**config.mk**
```make
export PLATFORM = sky130hd
export DESIGN_NAME = clt_front
export DESIGN_NICKNAME = d
export VERILOG_FILES = /design/src/design/clt_pkg.sv /design/src/design/clt_front.sv
export SDC_FILE = /design/constraint.sdc
export NUM_CORES = 1
export LEC_CHECK = 0
export ABC_CLOCK_PERIOD_IN_PS = 8500
export BUFFER_PORTS_ARGS = -buffer_cell sky130_fd_sc_hd__buf_4
export CAP_MARGIN = 15
export CORE_MARGIN = 2
export CORE_UTILIZATION = 35
export CTS_BUF_LIST = sky130_fd_sc_hd__clkbuf_2
export DETAILED_ROUTE_END_ITERATION = 6
export GPL_TIMING_DRIVEN = 0
export SYNTH_ARGS = -nofsm -noshare
export SYNTH_HDL_FRONTEND = slang
export SYNTH_SLANG_ARGS = --single-unit
```
**constraint.sdc**
```tcl
create_clock -name clk -period 8.5 [get_ports clk]
set_input_delay 1.275 -clock clk [delete_from_list [all_inputs] [get_ports clk]]
set_output_delay 1.275 -clock clk [all_outputs]
set_load 0.03 [all_outputs]
```
**src/design/clt_pkg.sv**
```systemverilog
// ----------------------------------------------------------------------------
// clt_pkg: shared types and constants for the crash lockout table
// Request/result layouts, register indexes, status codes and the hash step.
// ----------------------------------------------------------------------------
package clt_pkg;

	localparam int BUCKETS_DEF = 512;
	localparam int WAYS_DEF    = 4;

	localparam logic [31:0] RESET_EXPIRY     = 32'd120;
	localparam logic [31:0] RESET_SUSPENSION = 32'd600;
	localparam logic [7:0]  RESET_LIMIT      = 8'd5;

	localparam logic [47:0] TIME_MAX  = 48'hFFFF_FFFF_FFFF;
	localparam logic [31:0] FNV_BASIS = 32'd2166136261;
	localparam logic [31:0] FNV_PRIME = 32'd16777619;

	localparam logic [1:0] REG_EXPIRY  = 2'd0;
	localparam logic [1:0] REG_SUSPEND = 2'd1;
	localparam logic [1:0] REG_LIMIT   = 2'd2;

	localparam logic [1:0] ST_ALLOWED = 2'd0;
	localparam logic [1:0] ST_DENIED  = 2'd1;
	localparam logic [1:0] ST_NOFILE  = 2'd2;
	localparam logic [1:0] ST_FULL    = 2'd3;

	localparam logic KIND_CRASH = 1'b0;

	typedef struct packed {
		logic        kind;
		logic [31:0] owner_id;
		logic [63:0] file_id;
		logic [31:0] mount_id;
		logic        file_present;
		logic        guard_on;
		logic [47:0] now;
	} req_t;

	typedef struct packed {
		logic [1:0] status;
		logic       entry_hit;
		logic [7:0] crash_count;
		logic       suspended_now;
	} rsp_t;

	// one FNV-1 byte step: multiply then xor
	function automatic logic [31:0] fnv_step(logic [31:0] h, logic [7:0] b);
		logic [31:0] p;
		p = h * FNV_PRIME;
		return p ^ {24'd0, b};
	endfunction

	function automatic logic [47:0] add_sat(logic [47:0] t, logic [31:0] d);
		logic [48:0] s;
		s = {1'b0, t} + {17'd0, d};
		return s[48] ? TIME_MAX : s[47:0];
	endfunction

endpackage

```
**src/design/clt_front.sv**
```systemverilog
// ----------------------------------------------------------------------------
// clt_front: request intake and bucket hash
// Take a request, hash its 16 key bytes one byte a cycle, reduce the hash to a
// bucket via registered quotient and remainder steps, push it to the queue.
// ----------------------------------------------------------------------------
module clt_front #(
	parameter int BUCKETS = clt_pkg::BUCKETS_DEF,
	localparam int BW = (BUCKETS > 1) ? $clog2(BUCKETS) : 1
) (
	input  logic            clk,
	input  logic            arst_n,
	input  logic            req_valid,
	output logic            req_ready,
	input  clt_pkg::req_t   req,
	output logic            q_push,
	input  logic            q_full,
	output clt_pkg::req_t   q_req,
	output logic [BW-1:0]   q_bucket
);
	// bucket = hash mod BUCKETS by reciprocal: the estimated quotient is low
	// by at most one, so one compare and subtract finishes the remainder
	localparam int          LB    = $clog2(BUCKETS);
	localparam logic [32:0] RECIP = 33'((65'd1 << (32 + LB)) / BUCKETS);
	localparam logic [31:0] DIV   = 32'(BUCKETS);

	localparam logic [4:0] IDX_QUOT = 5'd16;
	localparam logic [4:0] IDX_REM  = 5'd17;
	localparam logic [4:0] IDX_DONE = 5'd18;

	logic          busy_q;
	logic [4:0]    idx_q;
	logic [31:0]   hash_q;
	logic [31:0]   qe_q;
	logic [31:0]   rem_q;
	clt_pkg::req_t req_q;
	logic [127:0]  key;
	logic [7:0]    kbyte;
	logic [31:0]   hash_nx;
	logic [63:0]   pmul;
	logic [64:0]   prod;
	logic [31:0]   qest;
	logic [31:0]   rem_nx;

	assign key     = {req_q.mount_id, req_q.file_id, req_q.owner_id};
	assign kbyte   = key[idx_q[3:0]*8 +: 8];
	assign hash_nx = clt_pkg::fnv_step(hash_q, kbyte);

	assign pmul   = {32'd0, hash_q} * {32'd0, RECIP[31:0]};
	assign prod   = {1'b0, pmul} + (RECIP[32] ? {1'b0, hash_q, 32'd0} : 65'd0);
	assign qest   = 32'(prod >> (32 + LB));
	assign rem_nx = hash_q - qe_q * DIV;

	assign req_ready = !busy_q;
	assign q_push    = busy_q && idx_q == IDX_DONE && !q_full;
	assign q_req     = req_q;
	assign q_bucket  = BW'((rem_q >= DIV) ? rem_q - DIV : rem_q);

	always_ff @(posedge clk or negedge arst_n) begin
		if (!arst_n) begin
			busy_q <= 1'b0;
			idx_q  <= '0;
		end else if (!busy_q) begin
			if (req_valid) begin
				busy_q <= 1'b1;
				idx_q  <= '0;
			end
		end else if (idx_q != IDX_DONE) begin
			idx_q <= idx_q + 5'd1;
		end else if (!q_full) begin
			busy_q <= 1'b0;
		end
	end

	always_ff @(posedge clk) begin
		if (!busy_q && req_valid) begin
			req_q  <= req;
			hash_q <= clt_pkg::FNV_BASIS;
		end else if (busy_q && !idx_q[4]) begin
			hash_q <= hash_nx;
		end
		if (busy_q && idx_q == IDX_QUOT) qe_q <= qest;
		if (busy_q && idx_q == IDX_REM)  rem_q <= rem_nx;
	end
endmodule

```
==> metrics.md <==
| Metric | Value |
|---|---|
| Status | finished, final reports clean |
| Clock slew at the register clock pins of the worst setup and hold paths | 100 ps |
| Worst Path Max Fanout | 10 |
| RSZ-0062 raised after global routing | false |
| Number of vias per cell | 4.73 |
| Worst-margin pin slew | 843 ps |
| Crit path max-delay family | buffers and inverters |
| Clock sink count | 203 |
| DR vias | 5367 |
| Setup CP Type | flip-flop to output port |
| Core area | 22400 µm² |
| Final Max Tran Viols | 0 |
| CP max stage cell | dfrtp_1 |
| F_max | 279 MHz |
| P_leak | 4.81 nW |
| Drt total wl | 24.0 mm |
| Synth area leaders | edfxtp_1, mux4_2, ha_1 |
| Mapped cell area | 7940 µm² |
| Post-synth top area cell | edfxtp_1 |
| Setup crit end kind | output port |
| Synth Area in Simple Gates | 0.0180 |
| Area delta synth->final | 46.0% |
| Die width | 155 µm |
| Worst EP required | 7220 ps |
| PD cells | 316 nW/µm² |
| Post-CTS setup buffers | 0 |
| Min Clock Period, post-route | 3590 ps |
| Post-CTS sizing | 0 |
| Drt first pass iters | 6 |
| First-pass GRT wire length | 34.7 mm |
| GPL Wtd Cong | 0.804 |
| Synth top area share | 0.711 |
| Setup TNS | 0 ps |
| Yosys warnings | 0 |
| Worst Hold Class | input pin to asynchronous set/reset pin |
| Max rail drop VDD | 0.000222 V |
| Largest net degree at the start of global routing | 137 |
| EDFF count, synth | 188 |
| Synthesized area per cell | 20.6 µm² |
| Total Routing Usage GR | 0.197 |
| Main combinational cell family by area after synthesis | multiplexers |
| Post-synthesis xor/xnor area fraction | 0.0282 |
| ANT nets after route | 0 |
| Layout Skew | 83.8 ps |
| Reg2Reg Setup Slack | 5280 ps |
| Port bufs | 372 |
| Post-synthesis cell type count | 35 |
| WP data arrival | 2310 ps |
| Grt ovf | 0 |
| Die area | 23900 µm² |
| H-tree depth | 2 |
| CP peak stage delay | 410 ps |
| Clock tree root driver cell | clkbuf_2 |
| Final Cycle Share | 0.422 |
| Io pins | 373 |
| Num rows | 55 |
| Synth Register Bits | 203 |
| Hold_buf cts | 0 |
| CTS tree | built |
| Number of max-cap violations | 0 |
| Synth Net Count | 600 |
| Die H | 155 µm |
| CP Launch Type | flip-flop |
| Wire length per cell | 21.2 µm |
| Fillers | 1947 |
| FFs w/ async S/R, synth | 0.0296 |
| Predominant post-synthesis flop cell | edfxtp_1 |
| Final core utilization | 0.517 |
| Antenna violations before repair | 1 |
| Final Hold Vio Count | 0 |
| Vias in the first global route | 5950 |
| CTS Buffer Depth | 3 |
| Detail Placement HPWL | 18.2 mm |
| TritonCTS buffer count | 53 |
| Final setup viols | 0 |
| Synth Area in Adders | 0.0523 |
| Drt initial violations | 276 |
| Starting density of the core | 0.354 |
| Ratio of cells with drive above 1 in the final layout | 0.583 |
| Worst-skew pair later-pin latency | 780 ps |
| WP buf/inv | 4 |
| Count leader, synth | edfxtp_1 |
| CP cell instances | buf_6 > buf_2 > inv_1 > ha_1 > nor3b_1 > buf_4 |
| Synth Area in Compound Gates | 0.0213 |
| Cells after synthesis | 385 |
| Most frequent cells after synthesis | edfxtp_1, mux4_2, ha_1, mux2i_1, xnor2_1 |
| Relative slew margins | 0.438 |
| Sequential fraction of the synthesis area | 0.752 |
| DRC | 0 |
| Multiplexer share of the synthesized area | 0.117 |
| Final nets | 1028 |
==> layout make-up <==
cell class / count / area (µm²) / area share
flip-flops and latches: 203 / 5980 / 0.515
inverters: 5 / 26.3 / 0.00227
multi-input cells: 165 / 1880 / 0.162
well taps: 285 / 357 / 0.0308
plain buffers: 12 / 67.6 / 0.00583
clock inverters: 19 / 109 / 0.00939
diodes: 1 / 2.50 / 0.000216
clock buffers: 71 / 355 / 0.0306
repair buffers: 373 / 2820 / 0.243
==> worst register-to-register path: stages (launching register included) <==
cell and delay [ps]:
dfxtp_1 400, ha_1 230, ha_1 290, ha_1 310
ha_1 320, fa_1 430, xnor2_1 250, xnor3_1 370
xnor2_1 200, xnor2_1 140, a21oi_1 90
==> stage by stage <==
| step | hold slack (ps) | cell area, µm² | instances | worst slack [ps] | total power, mW |
|---|---|---|---|---|---|
| after floorplan | 452 | 7940 | 385 | 3040 | 2.57 |
| after global placement | 474 | 11100 | 1042 | 1430 | 3.01 |
| after detailed placement | 473 | 11100 | 1043 | 5360 | 3.04 |
| after CTS | 240 | 11600 | 1133 | 4760 | 3.72 |
| after global routing | 242 | 11600 | 1134 | 4680 | 3.93 |
| final | 343 | 11600 | 1134 | 4910 | 3.67 |
==> state kept, by name, indices dropped and copies added (netlist names) <==
signal / flops
busy_q: 1
q_req: 179
hash_q: 9
idx_q: 5
rem_q: 9
==> per-layer routing <==
layer	vias up	GRT usage	part of all wire
met4	0	0.0741	0.027
met3	41	0.0700	0.079
met2	250	0.348	0.53
li1	2442	-	-
met1	2634	0.220	0.36
met5	-	0	0
==> cells by family after synthesis <==
family                     after synthesis
DFF                                    203
muxes                                   51
adders and majority gates               32
and+or+nand+nor                         31
AOI/OAI and AO/OA                       27
xor gates and xnor gates                24
buffers and inverters                   17
==> power by group <==
part	switching [mW]	total, mW	internal [mW]
combinational	0.883	1.73	0.850
sequential	0.0719	1.28	1.20
clock	0.399	0.657	0.258
==> cells in the final DEF, fill, tap and decap left out, types with 2 or more instances in the layout <==
cell and n:
buf_4 374, edfxtp_1 188, clkbuf_2 71, mux4_2 31, ha_1 30, mux2i_1 18
xnor2_1 17, clkinv_1 13, nor2_1 10, o21ai_0 9, dfxtp_1 9, nand3_1 7
nand2_1 7, a21oi_1 7, buf_2 6, xor2_1 6, dfrtp_1 6, inv_1 3
clkinv_2 3, clkbuf_1 2, nor3b_1 2, nand2b_1 2, a31oi_1 2, a32oi_1 2
nor3_1 2, mux4_1 2, a21o_1 2, fa_1 2, clkinvlp_4 2
==> worst paths after layout <==
| path | startpoint | end | cells past startpoint |
|---|---|---|---|
| min in group clk | hash_q[8] | rem_q[8] | 0 |
| worst max register to register | hash_q[2] | hash_q[8] | 10 |
| max in group asynchronous | arst_n | idx_q[1] | 1 |
| worst min-delay path | arst_n | idx_q[3] | 1 |
| worst min register to register | hash_q[8] | rem_q[8] | 0 |
| worst max-delay path | idx_q[0] | q_push | 6 |
(Power assumes the default switching activity.)
