`src/design/clt_queue.sv`:
```
// ----------------------------------------------------------------------------
// clt_queue: two-entry queue between hash front and table back
// Hold classified requests with their bucket until the back end takes them.
// ----------------------------------------------------------------------------
module clt_queue #(
	parameter int W = 8
) (
	input  logic         clk,
	input  logic         arst_n,
	input  logic         push,
	input  logic [W-1:0] wdata,
	output logic         full,
	input  logic         pop,
	output logic         nonempty,
	output logic [W-1:0] rdata
);
	logic [W-1:0] mem_q [2];
	logic         wp_q, rp_q;
	logic [1:0]   cnt_q;

	assign full     = cnt_q[1];
	assign nonempty = cnt_q != 2'd0;
	assign rdata    = mem_q[rp_q];

	always_ff @(posedge clk or negedge arst_n) begin
		if (!arst_n) begin
			wp_q  <= 1'b0;
			rp_q  <= 1'b0;
			cnt_q <= '0;
		end else begin
			if (push) wp_q <= !wp_q;
			if (pop)  rp_q <= !rp_q;
			cnt_q <= cnt_q + {1'b0, push} - {1'b0, pop};
		end
	end

	always_ff @(posedge clk) begin
		if (push) mem_q[wp_q] <= wdata;
	end
endmodule

```
`config.mk`:
```
export PLATFORM = sky130hd
export DESIGN_NAME = clt_queue
export DESIGN_NICKNAME = d
export VERILOG_FILES = /design/src/design/clt_queue.sv
export SDC_FILE = /design/constraint.sdc
export NUM_CORES = 1
export LEC_CHECK = 0
export BUFFER_PORTS_ARGS = -buffer_cell sky130_fd_sc_hd__buf_2
export CAP_MARGIN = 15
export CORE_ASPECT_RATIO = 1.2
export CORE_MARGIN = 2
export CORE_UTILIZATION = 35
export CTS_CLUSTER_SIZE = 25
export DETAILED_ROUTE_END_ITERATION = 10
export SYNTH_ARGS = -nofsm -noshare
export SYNTH_HDL_FRONTEND = slang
export SYNTH_SLANG_ARGS = --single-unit
```
`constraint.sdc`:
```
create_clock -name clk -period 2.9 [get_ports clk]
set_input_delay 0.145 -clock clk [delete_from_list [all_inputs] [get_ports clk]]
set_output_delay 0.145 -clock clk [all_outputs]
set_load 0.01 [all_outputs]
```
==> metrics.md, run 1 <==
| Metric | Value |
|---|---|
| Share of cells above drive strength 1 | 51.6% |
| Worst r2r src | wp_q |
| Slew HR | 54.0% |
| Peak Freq | 0.634 GHz |
| Count leader, synth | edfxtp_1 |
| WP buf/inv | 1 |
| CTS tree | done |
| Placed Cells | 90 |
| Postcts setup bufs | 0 |
| Final period utilization | 54.4% |
| Drt wl/cell | 12.5 um |
| DRC | 0 |
| Ys Warns | 0 |
| Worst setup startpoint | rp_q |
| Highest Signal Layer | met3 |
| Flops & latches, synth | 20 |
| Top cells by count, synth | edfxtp_1 (16), mux2_4 (8), dfrtp_1 (4) |
| ANT cells | 0 |
| Worst EP required | 2.76 ns |
| RSZ-0062 raised after global routing | no |
| Nets | 79 |
| Register area | 581 um^2 |
| Filler instances | 222 |
| Seq/Total Area, Yosys | 72.2% |
| Synth cell types | 11 |
| Leakage power | 0.421 nW |
| EDFF count, synth | 16 |
| Chip Height | 56.5 um |
| CP Class | register to output port |
| H-tree Lvls | 1 |
| Initial antenna violation count | 0 |
| Final hold vios | 0 |
| Hold bufs inserted after CTS | 1 |
| Endpoints failing setup | 0 |
| Min Clock Period, post-route | 1.58 ns |
| WL met1 | 499 um |
| Buffers on Ports | 21 |
| CTS clk-pin slew, worst paths | 0.10 ns |
| DRT iter0 DRCs | 4 |
| First-pass GRT wire length | 1900 um |
| Outcome | completed |
| Multi-input logic area | 205 um^2 |
| DP Area | 937 um^2 |
| Vias per cell | 4.28 |
| Global Route Usage Sum | 10.5% |
| Final non-filler cell area | 973 um^2 |
| CTS sink count | 20 |
| Hold Crit Class | input port to register |
| Total stage count of the critical path | 2 |
| Effective utilization at floorplan | 36.0% |
| Worst skew pair latency | 0.29 ns |
| Worst Hold Launch | wdata[5] |
| GPL Wtd Cong | 0.653 |
| Total CTS buffers | 3 |
| Routed WL | 1190 um |
| Die area | 0.00270 mm^2 |
| Ys flop type | edfxtp_1 |
| Worst Hold Depth | 1 |
| Clk buf depth | 2 |
| Post-route ant nets | 0 |
| Setup TNS | 0 ns |
| Top post-synthesis cells by area | edfxtp_1 (60%), mux2_4 (15%), dfrtp_1 (12%) |
| CTS root buf | clkbuf_4 |
| Syn nets | 53 |
| Worst path slowest cell | dfrtp_1 |
| Kind of end point of the critical path | output port |
| Ports | 22 |
| Row count | 19 |
| Post-synthesis cell area | 805 um^2 |
| Max incr delay on CP | 0.67 ns |
| Final Max Slew Viols | 0 |
| Post-CTS Resized | 0 |
| Worst Path Max Fanout | 9 |
| Worst R2R Path Depth | 1 |
| Measured slew at the worst slew-check pin | 0.689 ns |
| Area grow syn2layout | 21.0% |
| Vias in the first global route | 423 |
| Critical path's top delay family | flip-flops |
| Post-Syn Area per Cell | 20.6 um^2 |
| Setup crit start kind | register |
| Synthesized instance count | 39 |
| Async S/R FF share, synth | 20.0% |
| Die X | 47.8 um |
| Filler-free cell count of the finished design | 95 |
| Pre-CTS WS | 1.56 ns |
| Largest net degree at the start of global routing | 12 |
| Grt total ovfl | 0 |
| Number of vias in the routed layout | 407 |
| Metal2 WL | 621 um |
| Crit path cell chain | mux2_4 > buf_2 |
| P per Cell Area | 878 mW/mm^2 |
| Largest area contributor in the netlist | edfxtp_1 |
| Final setup margin | 1.32 ns |
| Synth top area share | 59.7% |
| WL met3 | 64 um |
| MaxCap Viol Count | 0 |
| First-pass iteration count of the detailed router | 2 |
| Core Box Area | 0.00223 mm^2 |
| R2R Setup Slk | 1.57 ns |
| Critical path arrival | 1.43 ns |
| Post-Route Skew | 0.00777 ns |
| Max rail drop VDD | 412 uV |
## report_power, final
part | total (mW) | switching [mW] | internal [mW]
Sequential | 0.449 | 0.0585 | 0.391
Combinational | 0.278 | 0.107 | 0.171
Clock | 0.128 | 0.0744 | 0.0534
Total | 0.855 | 0.240 | 0.615
## layer usage
metal / up-vias / track usage, %
met5: - / 0
met4: 0 / 4.63
li1: 194 / -
met3: 0 / 3.86
met2: 17 / 17.0
met1: 196 / 11.9
## cell usage in the layout, fill, tap and decap left out, types with 2 or more instances in the layout
cell type / count
mux2_4: 8
clkbuf_4: 3
inv_1: 2
ha_1: 2
dfrtp_1: 4
buf_2: 21
xor2_1: 2
edfxtp_1: 16
## state kept, by name (all words and copies together), names as in the netlist
| name | count |
|---|---|
| mem_q | 16 |
| cnt_q | 2 |
| rp_q | 1 |
| wp_q | 1 |
## logic make-up after synthesis
kind of cell	after synthesis	synth area share (%)
flip-flops	20	72.2
multiplexers	8	14.9
XOR/XNOR	3	5.13
buffers and inverters	3	2.33
AND/OR/NAND/NOR	3	2.33
adder cells (fa/ha/maj)	2	3.11
## path summary, 6_finish.rpt
kind / end
worst max-delay path: rdata[3]
worst min-delay path: mem_q[1][5]
worst max register to register: mem_q[0][2]
worst min register to register: wp_q
max in group asynchronous: cnt_q[1]
min in group asynchronous: cnt_q[0]
## area by class of cell
class / count / share of cell area [%]
Clock buffer: 4 / 2.70
Inverter: 2 / 0.771
Multi-Input combinational cell: 16 / 21.1
Sequential cell: 20 / 59.6
Tap cell: 31 / 3.98
Timing Repair Buffer: 22 / 11.8
## metrics by stage
step	hold WS [ns]	power, mW	utilization [%]
2_1_floorplan	-0.151	0.659	-
3_3_place_gp	-0.0446	0.735	41.9
3_5_place_dp	-0.0432	0.743	41.9
4_1_cts	0.0258	0.874	43.6
5_1_grt	0.0102	0.926	43.6
6_report	0.0384	0.855	43.6
No activity file was read; power rests on OpenSTA's default activity.
==> inputs of run 2 (changes only) <==
ABC_AREA = 1   (was default)
clock period = 1.45 ns   (was 2.9 ns; I/O delays follow)
==> metrics.md, run 2 <==
| Metric | Value |
|---|---|
| Outcome | completed |
| Critical path arrival | 1.23 ns (-0.20 ns) |
| Worst EP required | 1.38 ns (-1.38 ns) |
| Final Max Slew Viols | 0 (unchanged) |
| Largest area contributor in the netlist | edfxtp_1 |
| WHS | 0.0928 ns (+0.0544 ns) |
| Routed WL | 1330 um (+12%) |
| CTS sink count | 20 (unchanged) |
| Leading registers by flop count | mem_q (16), cnt_q (2) |
| Row count | 19 (unchanged) |
| Seq/Total Area, Yosys | 70.2% (-2.0 points) |
| Nets | 116 (+47%) |
| First-pass GRT wire length | 2390 um (+25%) |
| Most common cell after layout, fill and taps aside | buf_2 |
| Core Box Area | 0.00226 mm^2 (+1.1%) |
| Setup TNS | 0 ns (unchanged) |
| Peak Freq | 0.766 GHz |
| Biggest register | mem_q |
| Setup crit start kind | register |
| DP Area | 947 um^2 (+1.1%) |
| Post-Route Skew | 0.00448 ns (-0.00328 ns) |
| First-pass iteration count of the detailed router | 4 (+2) |
| Clk buf depth | 2 (unchanged) |
| CTS tree | done |
| Number of vias in the routed layout | 560 (+38%) |
| Max rail drop VDD | 972 uV (+140%) |
| Final non-filler cell area | 0.00108 mm^2 (+11%) |
| Largest register FFs | 16 (unchanged) |
| Vias per cell | 4.24 (-0.98%) |
| Share of cells above drive strength 1 | 28.7% (-23 points) |
| DRT iter0 DRCs | 8 (+4) |
| Post-route ant nets | 0 (unchanged) |
| Worst R2R Path Depth | 7 (+6) |
| Post-synthesis cell area | 827 um^2 (+2.8%) |
| Top post-synthesis cells by area | edfxtp_1 (58%), dfrtp_1 (12%), inv_1 (6.8%) |
| RSZ-0062 raised after global routing | no |
| Largest net degree at the start of global routing | 18 (+6) |
| Die area | 0.00277 mm^2 (+2.6%) |
| Flops & latches, synth | 20 (unchanged) |
| Drt wl/cell | 10.1 um (-19%) |
| Initial antenna violation count | 0 (unchanged) |
| Synthesized instance count | 66 (+69%) |
| Ports | 22 (unchanged) |
| Total stage count of the critical path | 2 (unchanged) |
| Ys flop type | edfxtp_1 |
| Count leader, synth | edfxtp_1 |
| Grt total ovfl | 0 (unchanged) |
| Most frequent cells in the layout | buf_2 (21), edfxtp_1 (16), inv_1 (15), nand2_1 (15), dlygate4sd3_1 (11) |
| Total CTS buffers | 3 (unchanged) |
| H-tree Lvls | 1 (unchanged) |
| Endpoints failing setup | 0 (unchanged) |
| Post-Syn Area per Cell | 12.5 um^2 (-39%) |
| DRC | 0 (unchanged) |
| EDFF count, synth | 16 (unchanged) |
| Leakage power | 0.503 nW (+20%) |
| CTS clk-pin slew, worst paths | 0.10 ns (about the same) |
| Global Route Usage Sum | 11.2% (+0.74 points) |
| Critical path's top delay family | flip-flops |
| Async S/R FF share, synth | 20.0% (unchanged) |
| Crit path cell chain | o21ai_0 > buf_2 |
| MaxCap Viol Count | 0 (unchanged) |
| Ys Warns | 0 (unchanged) |
| Synth cell types | 12 (+1) |
| WP buf/inv | 1 (unchanged) |
| Final HPWL DP | 898 um |
| Final period utilization | 90.1% |
| Die X | 48.4 um (+1.3%) |
| Worst skew pair latency | 0.29 ns (about the same) |
| Effective utilization at floorplan | 36.6% (+0.62 points) |
| Area grow syn2layout | 31.2% |
| Worst Path Max Fanout | 17 (+8) |
| Top cells by count, synth | edfxtp_1 (16), inv_1 (15), nand2_1 (15) |
| Worst path slowest cell | dfrtp_2 |
| CP Class | register to output port |
| Min Clock Period, post-route | 1.31 ns |
| Buffers on Ports | 21 (unchanged) |
| Max incr delay on CP | 0.54 ns (-0.13 ns) |
| Hold Crit Class | input port to asynchronous set/reset pin |
| Power Total | 1.74 mW (+100%) |
| Vias in the first global route | 600 (+42%) |
| CTS root buf | clkbuf_4 |
| Chip Height | 57.3 um (+1.3%) |
| Synth top area share | 58.1% (-1.6 points) |
| P per Cell Area | 1600 mW/mm^2 (+82%) |
| Measured slew at the worst slew-check pin | 0.320 ns (-0.368 ns) |
| GPL Wtd Cong | 0.630 (-3.5%) |
| ANT cells | 0 (unchanged) |
| Slew HR | 78.6% (+25 points) |
| Filler instances | 216 (-2.7%) |
| Syn nets | 80 (+51%) |
| Kind of end point of the critical path | output port |
| Final hold vios | 0 (unchanged) |
## run 2: final timing paths
check	startpoint	endpoint	slack, ns
min	arst_n	wp_q	0.09
min reg2reg	wp_q	wp_q	0.51
max reg2reg	cnt_q[0]	cnt_q[1]	0.31
min in group clk	wdata[1]	mem_q[1][1]	0.49
max	rp_q	rdata[2]	0.14
max in group asynchronous	arst_n	rp_q	1.23
## run 2: area by class of cell
type | instances | area (um^2) | share of cell area (%)
Inverter | 15 | 56.3 | 5.19
Multi-Input combinational cell | 29 | 159 | 14.6
Timing Repair Buffer | 33 | 223 | 20.5
Tap cell | 31 | 38.8 | 3.58
Clock buffer | 4 | 26.3 | 2.42
Sequential cell | 20 | 582 | 53.6
## run 2: power breakdown
| part | switching [mW] | internal (mW) | leakage [nW] |
|---|---|---|---|
| sequential | 0.117 | 0.781 | 0.196 |
| combinational | 0.327 | 0.246 | 0.292 |
| clock | 0.157 | 0.107 | 0.0150 |
| total | 0.601 | 1.13 | 0.503 |
## run 2: cells by family after synthesis
| group | after synthesis | synth area share, % |
|---|---|---|
| xor+xnor | 2 | 2.12 |
| simple gates | 17 | 7.87 |
| flops | 20 | 70.2 |
| buf+inv | 17 | 10.6 |
| fa+ha+maj | 2 | 3.03 |
| compound gates | 8 | 6.20 |
## run 2: stage by stage
step | util [%] | setup WS (ns) | instances
2_1_floorplan | - | 0.306 | 66
3_3_place_gp | 41.9 | 0.325 | 117
3_5_place_dp | 41.9 | 0.298 | 117
4_1_cts | 48.0 | 0.125 | 132
5_1_grt | 48.0 | 0.0670 | 132
6_report | 48.0 | 0.144 | 132
## run 2: worst reg2reg max path, delay by kind of cell (launching register included)
kind / cells / cell delay [ns]
simple gates: 2 / 0.11
flops: 1 / 0.37
fa+ha+maj: 2 / 0.37
buf+inv: 3 / 0.18
## run 2: what timing repair did
item	CTS	global route
resized for setup	1	0
setup endpoints to repair	4	0
setup buffers	0	0
hold buffers	11	0
endpoints found under the hold margin	22	0
## run 2: per-layer routing
| metal | vias up | wire length (um) | GRT usage (%) |
|---|---|---|---|
| met2 | 12 | 709 | 20.4 |
| met5 | - | 0 | 0 |
| met1 | 267 | 571 | 12.2 |
| li1 | 281 | - | - |
| met4 | 0 | 0 | 6.12 |
| met3 | 0 | 52 | 2.62 |
